### src/rtl/crsf_rx_pkg.sv
// Shared types, constants and the CRC-8 step function of the frame receiver.
package crsf_rx_pkg;

  // Configuration register indexes.
  localparam int CFG_IDX_W = 3;
  localparam logic [CFG_IDX_W-1:0] REG_SYNC_ADDR = 3'd0;
  localparam logic [CFG_IDX_W-1:0] REG_TX_ADDR   = 3'd1;
  localparam logic [CFG_IDX_W-1:0] REG_RX_ADDR   = 3'd2;
  localparam logic [CFG_IDX_W-1:0] REG_MAX_LEN   = 3'd3;
  localparam logic [CFG_IDX_W-1:0] REG_CRC_POLY  = 3'd4;
  localparam logic [CFG_IDX_W-1:0] REG_GAP_TMO   = 3'd5;
  localparam int CFG_DATA_W = 16;

  // Reset values of the configuration registers.
  localparam logic [7:0]  RST_SYNC_ADDR = 8'd200;
  localparam logic [7:0]  RST_TX_ADDR   = 8'd234;
  localparam logic [7:0]  RST_RX_ADDR   = 8'd236;
  localparam logic [5:0]  RST_MAX_LEN   = 6'd62;
  localparam logic [7:0]  RST_CRC_POLY  = 8'd213;
  localparam logic [15:0] RST_GAP_TMO   = 16'd100;

  // Frame layout and length limits.
  localparam int MIN_LENGTH = 2;
  localparam int LEN_CAP    = 62;
  localparam int ADDR_SLOT  = 0;
  localparam int LEN_SLOT   = 1;
  localparam int BODY_SLOT  = 2;

  // Controller to datapath commands.
  typedef struct packed {
    logic note_time;    // store arrival time of the accepted item
    logic take_addr;    // start byte: open a frame
    logic take_len;     // length byte
    logic take_body;    // body byte: store, count, fold into CRC
    logic load_single;  // capture a one-item result
    logic acc;          // accepted flag for that result
    logic burst_start;  // read the first stored byte
    logic burst_next;   // read the following stored byte
    logic burst_mode;   // output shows stored frame bytes
  } cmd_t;

  // Datapath to controller status.
  typedef struct packed {
    logic gap_over;
    logic is_addr;
    logic len_ok;
    logic body_done;
    logic crc_match;
    logic burst_end;
  } stat_t;

  // One byte of a CRC-8, MSB first.
  function automatic logic [7:0] crc8_step(input logic [7:0] crc, input logic [7:0] data,
                                           input logic [7:0] poly);
    logic [7:0] c;
    c = crc ^ data;
    for (int b = 0; b < 8; b++) begin
      c = c[7] ? ((c << 1) ^ poly) : (c << 1);
    end
    return c;
  endfunction

endpackage

### src/rtl/crsf_frame_receiver_core.sv
// Top level of the frame receiver: ports, controller and datapath.
//
//  Channel  Direction  Payload (lowest bit first)           Handshake
//  s_*      in         tdata: rx_byte[7:0], arrival_ms[39:8]  tvalid/tready
//  m_*      out        tdata: frame_byte; tuser: accepted,   tvalid/tready
//                      byte_valid; tlast: last
//  cfg_*    in         cfg_index, cfg_data                    cfg_we
//
// Each input item yields one result item in the cycle after it is accepted, or,
// when it closes a frame with a good CRC, length+2 result items streamed from
// the frame store at one per cycle while m_tready is high; the store's single
// read port sets that pace. The next input item is taken once the last result
// of the current one has been delivered. Reset is synchronous and puts the
// parser in idle with the configuration at its defaults; the frame store needs
// no clearing. A low m_tready simply holds the current result item.
module crsf_frame_receiver_core import crsf_rx_pkg::*; #(
  parameter int MAX_FRAME = 64
) (
  input  logic                  clk,
  input  logic                  rst,
  // Input item stream
  input  logic                  s_tvalid,
  output logic                  s_tready,
  input  logic [39:0]           s_tdata,   // rx_byte[7:0], arrival_ms[39:8]
  // Result item stream
  output logic                  m_tvalid,
  input  logic                  m_tready,
  output logic [7:0]            m_tdata,   // frame_byte[7:0]
  output logic [1:0]            m_tuser,   // accepted[0], byte_valid[1]
  output logic                  m_tlast,   // last result of this input item
  // Configuration writes
  input  logic                  cfg_we,
  input  logic [CFG_IDX_W-1:0]  cfg_index,
  input  logic [CFG_DATA_W-1:0] cfg_data
);

  cmd_t  cmd;
  stat_t st;

  // The controller owns the parse phase and the output sequencing; all data
  // handling, including the frame store and the running CRC, is in the datapath.
  crsf_rx_ctrl u_ctrl (
    .clk      (clk),
    .rst      (rst),
    .in_valid (s_tvalid),
    .in_ready (s_tready),
    .out_valid(m_tvalid),
    .out_ready(m_tready),
    .st       (st),
    .cmd      (cmd)
  );

  crsf_rx_dp #(
    .MAX_FRAME(MAX_FRAME)
  ) u_dp (
    .clk       (clk),
    .rst       (rst),
    .cfg_we    (cfg_we),
    .cfg_index (cfg_index),
    .cfg_data  (cfg_data),
    .rx_byte   (s_tdata[7:0]),
    .arrival_ms(s_tdata[39:8]),
    .cmd       (cmd),
    .st        (st),
    .accepted  (m_tuser[0]),
    .byte_valid(m_tuser[1]),
    .frame_byte(m_tdata),
    .last      (m_tlast)
  );

endmodule

### src/rtl/crsf_rx_ram.sv
// Generic single-write, single-read RAM with registered read data.
module crsf_rx_ram #(
  parameter int WIDTH = 8,
  parameter int DEPTH = 64
) (
  input  logic                     clk,
  input  logic                     we,
  input  logic [$clog2(DEPTH)-1:0] waddr,
  input  logic [WIDTH-1:0]         wdata,
  input  logic                     re,
  input  logic [$clog2(DEPTH)-1:0] raddr,
  output logic [WIDTH-1:0]         rdata
);

  logic [WIDTH-1:0] mem [DEPTH];

  always_ff @(posedge clk) begin
    if (we) begin
      mem[waddr] <= wdata;
    end
    if (re) begin
      rdata <= mem[raddr];
    end
  end

endmodule

### src/rtl/crsf_rx_dp.sv
// Datapath of the frame receiver: configuration, timing, CRC, frame store and result.
module crsf_rx_dp import crsf_rx_pkg::*; #(
  parameter int MAX_FRAME = 64
) (
  input  logic                  clk,
  input  logic                  rst,
  input  logic                  cfg_we,
  input  logic [CFG_IDX_W-1:0]  cfg_index,
  input  logic [CFG_DATA_W-1:0] cfg_data,
  input  logic [7:0]            rx_byte,
  input  logic [31:0]           arrival_ms,
  input  cmd_t                  cmd,
  output stat_t                 st,
  output logic                  accepted,
  output logic                  byte_valid,
  output logic [7:0]            frame_byte,
  output logic                  last
);

  localparam int AW  = $clog2(MAX_FRAME);
  localparam int IW  = AW + 7;
  localparam int LIM = (MAX_FRAME - 2 < LEN_CAP) ? MAX_FRAME - 2 : LEN_CAP;
  localparam logic [5:0] LIM6 = 6'(LIM);

  logic [7:0]  sync_address;
  logic [7:0]  transmitter_address;
  logic [7:0]  receiver_address;
  logic [5:0]  max_length;
  logic [7:0]  crc_polynomial;
  logic [15:0] gap_timeout_ms;

  logic [31:0] last_arrival;
  logic [5:0]  body_count;
  logic [5:0]  length;
  logic [7:0]  crc;
  logic [AW-1:0] rd_idx;
  logic        acc;

  logic [31:0]   gap;
  logic [5:0]    eff_max;
  logic [IW-1:0] body_sum;
  logic          ram_we;
  logic [AW-1:0] ram_waddr;
  logic          ram_re;
  logic [AW-1:0] ram_raddr;
  logic [7:0]    ram_rdata;

  always_ff @(posedge clk) begin
    if (rst) begin
      sync_address        <= RST_SYNC_ADDR;
      transmitter_address <= RST_TX_ADDR;
      receiver_address    <= RST_RX_ADDR;
      max_length          <= RST_MAX_LEN;
      crc_polynomial      <= RST_CRC_POLY;
      gap_timeout_ms      <= RST_GAP_TMO;
    end else if (cfg_we) begin
      case (cfg_index)
        REG_SYNC_ADDR: sync_address        <= cfg_data[7:0];
        REG_TX_ADDR:   transmitter_address <= cfg_data[7:0];
        REG_RX_ADDR:   receiver_address    <= cfg_data[7:0];
        REG_MAX_LEN:   max_length          <= cfg_data[5:0];
        REG_CRC_POLY:  crc_polynomial      <= cfg_data[7:0];
        REG_GAP_TMO:   gap_timeout_ms      <= cfg_data[15:0];
        default: ;
      endcase
    end
  end

  always_ff @(posedge clk) begin
    if (rst) begin
      last_arrival <= '0;
      body_count   <= '0;
    end else begin
      if (cmd.note_time) begin
        last_arrival <= arrival_ms;
      end
      if (cmd.take_addr) begin
        body_count <= '0;
      end else if (cmd.take_body) begin
        body_count <= body_count + 6'd1;
      end
    end
  end

  always_ff @(posedge clk) begin
    if (cmd.take_addr) begin
      crc <= '0;
    end else if (cmd.take_body) begin
      crc <= crc8_step(crc, rx_byte, crc_polynomial);
    end
    if (cmd.take_len) begin
      length <= rx_byte[5:0];
    end
    if (cmd.burst_start) begin
      rd_idx <= '0;
    end else if (cmd.burst_next) begin
      rd_idx <= rd_idx + AW'(1);
    end
    if (cmd.load_single) begin
      acc <= cmd.acc;
    end
  end

  assign gap     = arrival_ms - last_arrival;
  assign eff_max = (max_length > LIM6) ? LIM6 : max_length;

  assign st.gap_over  = gap > {16'd0, gap_timeout_ms};
  assign st.is_addr   = (rx_byte == sync_address) || (rx_byte == transmitter_address) ||
                        (rx_byte == receiver_address);
  assign st.len_ok    = (rx_byte >= 8'(MIN_LENGTH)) && (rx_byte <= {2'b00, eff_max});
  assign st.body_done = (body_count + 6'd1) == length;
  assign st.crc_match = rx_byte == crc;
  assign st.burst_end = IW'(rd_idx) == (IW'(length) + IW'(1));

  // Frame store: address, length, then body bytes.
  assign body_sum  = IW'(body_count) + IW'(BODY_SLOT);
  assign ram_we    = cmd.take_addr || cmd.take_len || cmd.take_body;
  assign ram_waddr = cmd.take_addr ? AW'(ADDR_SLOT) :
                     cmd.take_len  ? AW'(LEN_SLOT)  : body_sum[AW-1:0];
  assign ram_re    = cmd.burst_start || cmd.burst_next;
  assign ram_raddr = cmd.burst_start ? AW'(ADDR_SLOT) : rd_idx + AW'(1);

  crsf_rx_ram #(
    .WIDTH(8),
    .DEPTH(MAX_FRAME)
  ) u_store (
    .clk  (clk),
    .we   (ram_we),
    .waddr(ram_waddr),
    .wdata(rx_byte),
    .re   (ram_re),
    .raddr(ram_raddr),
    .rdata(ram_rdata)
  );

  assign accepted   = cmd.burst_mode ? 1'b1 : acc;
  assign byte_valid = cmd.burst_mode;
  assign frame_byte = cmd.burst_mode ? ram_rdata : 8'd0;
  assign last       = cmd.burst_mode ? st.burst_end : 1'b1;

endmodule

### src/rtl/crsf_rx_ctrl.sv
// Controller of the frame receiver: parse phase and output sequencing.
module crsf_rx_ctrl import crsf_rx_pkg::*; (
  input  logic  clk,
  input  logic  rst,
  input  logic  in_valid,
  output logic  in_ready,
  output logic  out_valid,
  input  logic  out_ready,
  input  stat_t st,
  output cmd_t  cmd
);

  localparam logic [1:0] PH_IDLE = 2'd0;
  localparam logic [1:0] PH_LEN  = 2'd1;
  localparam logic [1:0] PH_BODY = 2'd2;

  localparam logic [1:0] OS_IN    = 2'd0;
  localparam logic [1:0] OS_ONE   = 2'd1;
  localparam logic [1:0] OS_BURST = 2'd2;

  logic [1:0] phase, phase_next;
  logic [1:0] ostate, ostate_next;
  logic [1:0] eff_phase;
  logic       in_fire;

  always_ff @(posedge clk) begin
    if (rst) begin
      phase  <= PH_IDLE;
      ostate <= OS_IN;
    end else begin
      phase  <= phase_next;
      ostate <= ostate_next;
    end
  end

  assign in_ready  = ostate == OS_IN;
  assign out_valid = ostate != OS_IN;
  assign in_fire   = in_valid && in_ready;
  // A long gap inside a frame drops the parser back to idle before the item is looked at.
  assign eff_phase = (phase != PH_IDLE && st.gap_over) ? PH_IDLE : phase;

  always_comb begin
    cmd             = '0;
    cmd.burst_mode  = ostate == OS_BURST;
    phase_next      = phase;
    ostate_next     = ostate;
    case (ostate)
      OS_IN: begin
        if (in_fire) begin
          cmd.note_time   = 1'b1;
          cmd.load_single = 1'b1;
          ostate_next     = OS_ONE;
          case (eff_phase)
            PH_LEN: begin
              if (st.len_ok) begin
                cmd.take_len = 1'b1;
                cmd.acc      = 1'b1;
                phase_next   = PH_BODY;
              end else begin
                phase_next = PH_IDLE;
              end
            end
            PH_BODY: begin
              cmd.take_body = 1'b1;
              if (st.body_done) begin
                phase_next = PH_IDLE;
                if (st.crc_match) begin
                  cmd.burst_start = 1'b1;
                  ostate_next     = OS_BURST;
                end
              end else begin
                cmd.acc = 1'b1;
              end
            end
            default: begin
              phase_next = PH_IDLE;
              if (st.is_addr) begin
                cmd.take_addr = 1'b1;
                cmd.acc       = 1'b1;
                phase_next    = PH_LEN;
              end
            end
          endcase
        end
      end
      OS_ONE: begin
        if (out_ready) begin
          ostate_next = OS_IN;
        end
      end
      OS_BURST: begin
        if (out_ready) begin
          if (st.burst_end) begin
            ostate_next = OS_IN;
          end else begin
            cmd.burst_next = 1'b1;
          end
        end
      end
      default: ostate_next = OS_IN;
    endcase
  end

  a_one_at_a_time: assert property (@(posedge clk) disable iff (rst)
    !(in_ready && out_valid))
    else $error("input taken while a result is pending");

  a_item_gives_result: assert property (@(posedge clk) disable iff (rst)
    in_fire |=> out_valid)
    else $error("accepted item produced no result");

  a_burst_enters: assert property (@(posedge clk) disable iff (rst)
    cmd.burst_start |=> (ostate == OS_BURST))
    else $error("frame burst did not start");

  a_no_read_past_end: assert property (@(posedge clk) disable iff (rst)
    cmd.burst_next |-> !st.burst_end)
    else $error("store read past the end of the frame");

endmodule

### config.mk
export PLATFORM = sky130hd
export DESIGN_NAME = crsf_frame_receiver_core
export DESIGN_NICKNAME = d
export VERILOG_FILES = /design/src/rtl/crsf_rx_pkg.sv /design/src/rtl/crsf_frame_receiver_core.sv /design/src/rtl/crsf_rx_ram.sv /design/src/rtl/crsf_rx_dp.sv /design/src/rtl/crsf_rx_ctrl.sv
export SDC_FILE = /design/constraint.sdc
export NUM_CORES = 1
export LEC_CHECK = 0
export BUFFER_PORTS_ARGS = -buffer_cell sky130_fd_sc_hd__buf_2
export CORE_UTILIZATION = 35
export DETAILED_ROUTE_END_ITERATION = 10
export SLEW_MARGIN = 40
export SYNTH_ARGS = -nofsm -noshare
export SYNTH_HDL_FRONTEND = slang
export SYNTH_HIERARCHICAL = 1
export SYNTH_SLANG_ARGS = --single-unit
export TNS_END_PERCENT = 50
### constraint.sdc
create_clock -name clk -period 9.15 [get_ports clk]
set_input_delay 0.4575 -clock clk [delete_from_list [all_inputs] [get_ports clk]]
set_output_delay 0.4575 -clock clk [all_outputs]
set_load 0.05 [all_outputs]
==> flow_metrics.env <==
export IMPL_finalHoldViolCount=0
export IMPL_cp_buffers_inverters=4
export IMPL_critPathArrivalTime_ns=8.30
export IMPL_clock_sinks=637
export IMPL_vias=17700
export IMPL_grt_max_degree=98
export IMPL_netlist_instances=2062
export IMPL_antenna_left=0
export IMPL_final_nets=2303
export IMPL_drt_pass1_iter_count=5
export IMPL_yosysTopAreaCell="edfxtp_1"
export IMPL_ff_latch_area_um2=18000
export IMPL_clk_pin_slew_ns=0.06
export IMPL_period_share_pct=85.8
export IMPL_io_pins=77
export IMPL_multiInputGateArea_um2=10300
export IMPL_dp_hpwl_mm=46.4
export IMPL_synth_area_top_cells="edfxtp_1 54%, mux4_2 9.7%, dfxtp_1 7.6%"
export IMPL_grt_pass1_vias=17800
export IMPL_grt_util_all_layers_pct=17.0
export IMPL_drv_slew=0
export IMPL_synth_edf_count=527
export IMPL_synthesis_nets=2186
export IMPL_core_rowCount=105
export IMPL_fin_setup_tns_ns=0
export IMPL_numCtsBuffers=70
export IMPL_dp_cells=3177
export IMPL_synth_seq_cells=637
export IMPL_syn_area_um2=29200
export IMPL_port_buffer_count=76
export IMPL_worstMarginPinSlew_ns=0.891
export IMPL_clk_insertion_delay_late_ns=0.63
export IMPL_status="complete, no violations"
export IMPL_die_h_um=291
export IMPL_cp_start_kind="flop"
export IMPL_antenna_found_initial=6
export IMPL_cts_resized_gates=0
export IMPL_die_w_um=291
export IMPL_yosysSeqAreaShare_pct=61.8
export IMPL_required_ns=9.60
export IMPL_path_delay_family="simple AND/OR/NAND/NOR gates"
export IMPL_placed_cell_area_um2=31000
export IMPL_max_freq_mhz=127
export IMPL_viasPerCell=5.35
export IMPL_start_util_pct=35.4
export IMPL_routed_wl_mm=71.8
export IMPL_post_cts_buffers=0
export IMPL_tritoncts="done"
export IMPL_post_route_min_period_ns=7.85
export IMPL_syn_avg_cell_area_um2=14.1
export IMPL_drive_above_1_share_pct=20.1
export IMPL_cellLeakagePower_uw=0.0114
export IMPL_yosysTopAreaCellShare_pct=54.3
export IMPL_synth_cell_types=88
export IMPL_maxCapViolations=0
export IMPL_async_reset_ff_share_pct=0
export IMPL_core_um2=82200
export IMPL_clock_path_buffers=3
export IMPL_critical_path_max_stage_delay_ns=0.67
export IMPL_end_kind="flop"
export IMPL_holdBufCountCts=0
export IMPL_power_per_cell_area_nw_per_um2=205
export IMPL_drt_iter0_drc=1708
export IMPL_peakVddDrop_v=0.000135
export IMPL_wl_per_cell_um=21.8
export IMPL_gp_congestion=0.865
export IMPL_ys_warn_count=6
export IMPL_critPathKind="reg -> reg"
export IMPL_grt_pass1_wl_mm=110
export IMPL_skew_ns=0.0363
export IMPL_rsz0062_at_grt="no"
export IMPL_ys_flop_type="edfxtp_1"
export IMPL_fin_area_um2=33300
export IMPL_setup_viol=0
export IMPL_hold_path_class="in -> reg"
export IMPL_maxSlewHeadroom_pct=40.3
export IMPL_grt_overflow=0
export IMPL_cp_max_fo=18
export IMPL_drc=0
export IMPL_cp_slowest_cell="or4b_2"
export IMPL_diodes=0
export IMPL_instances_no_fill=3300
export IMPL_area_growth_syn_to_layout_pct=14.2
export IMPL_final_fill_count=7550
export IMPL_cts_root_buffer="clkbuf_16"
export IMPL_cts_max_level=3
export IMPL_fp_dieArea_um2=84500
[sequential cells by signal, summed over array words and instances, names as in the netlist, 8 cells and up]
| signal | flops |
|---|---|
| u_dp/last_arrival | 32 |
| u_dp/gap_timeout_ms | 16 |
| u_dp/u_store/mem | 512 |
| u_dp/transmitter_address | 8 |
| u_dp/receiver_address | 8 |
| u_dp/u_store/rdata | 8 |
| u_dp/crc_polynomial | 8 |
| u_dp/crc | 8 |
| u_dp/sync_address | 8 |
[final timing paths]
kind	from	to	slack, ns	cells past startpoint
setup / recovery	u_dp/last_arrival[2]	u_dp/u_store/rdata[6]	1.30	27
hold / removal	cfg_data[12]	u_dp/gap_timeout_ms[12]	0.09	3
setup reg to reg	u_dp/last_arrival[2]	u_dp/u_store/rdata[6]	1.30	27
hold reg to reg	u_dp/gap_timeout_ms[8]	u_dp/gap_timeout_ms[8]	0.45	2
[cells in the mapped netlist (all sizes together), types with 4 or more instances]
cell type,count
xor2,44
o21ai,38
clkbuf,52
nand2b,21
a211oi,13
buf,52
a2111oi,7
nand4,20
o211ai,4
edfxtp,527
a21o,18
a31oi,9
or2,8
o311ai,6
nand2,185
a21oi,65
a211o,10
mux2,22
nor2b,39
inv,79
o2111ai,4
a21boi,4
and3,9
mux2i,66
dfxtp,110
nor4,7
o22ai,10
nor3,28
nand3,38
o21a,11
xnor2,75
ha,59
mux4,126
nor2,174
or3,8
a221oi,9
o221ai,10
and2,16
nand3b,25
[cells by family after synthesis]
kind of cell | after synthesis | share of synthesized area (%)
mux | 214 | 12.9
xor+xnor | 124 | 4.12
flops | 637 | 61.8
compound gates | 250 | 5.87
buf+inv | 183 | 3.07
fa+ha+maj | 60 | 2.60
simple gates | 594 | 9.63
[tightest hold or removal path: stages]
cell	delay, ns
buf_2	0.10
nand2_1	0.04
a21oi_1	0.05
[metal layers]
metal	up-vias	share of wire, %	global-route usage (%)
met3	121	6.3	3.24
li1	8006	-	-
met2	598	47	27.4
met5	-	0.054	0
met4	6	2.2	4.49
met1	8934	44	23.3
[placed cells by master (no fill, tap or decap), drive strengths merged, types with 6 or more instances in the layout]
cell type	count
dfxtp	110
buf	149
xnor2	75
nand4	20
o21ai	38
a2111oi	7
o311ai	6
mux2	22
nand3	38
xor2	44
bufinv	7
a21oi	65
and2	16
ha	59
nor2	174
o221ai	10
nand3b	25
inv	82
mux2i	66
or3	8
o21a	11
a221oi	9
edfxtp	527
o22ai	10
a211o	10
a31oi	9
nor3	28
nand2b	21
and3	9
a211oi	13
clkinv	28
nor2b	39
or2	8
a21o	18
nor4	7
clkbuf	83
mux4	126
nand2	185
[stage by stage]
stage / hold slack, ns / setup WS, ns / utilization, % / power (uW)
2_1_floorplan: 0.436 / 2.39 / - / 3840
3_3_place_gp: 0.446 / 1.01 / 37.6 / 4010
3_5_place_dp: 0.447 / 1.10 / 37.6 / 4030
4_1_cts: 0.0478 / 1.35 / 40.5 / 6880
5_1_grt: 0.0691 / 0.873 / 40.5 / 7070
6_report: 0.0864 / 1.30 / 40.5 / 6810
[area by class of cell]
cell class | count | area share, %
clock buffers | 83 | 5.49
repair buffers | 149 | 3.01
well taps | 1070 | 4.02
clock inverters | 40 | 1.46
flip-flops and latches | 637 | 54.1
multi-input cells | 1242 | 31.0
inverters | 79 | 0.890
[where the power goes]
group	total (uW)	internal (uW)	switching, uW
combinational	804	350	453
clock	2840	1650	1190
sequential	3170	3160	17.0
(Power assumes the default switching activity.)
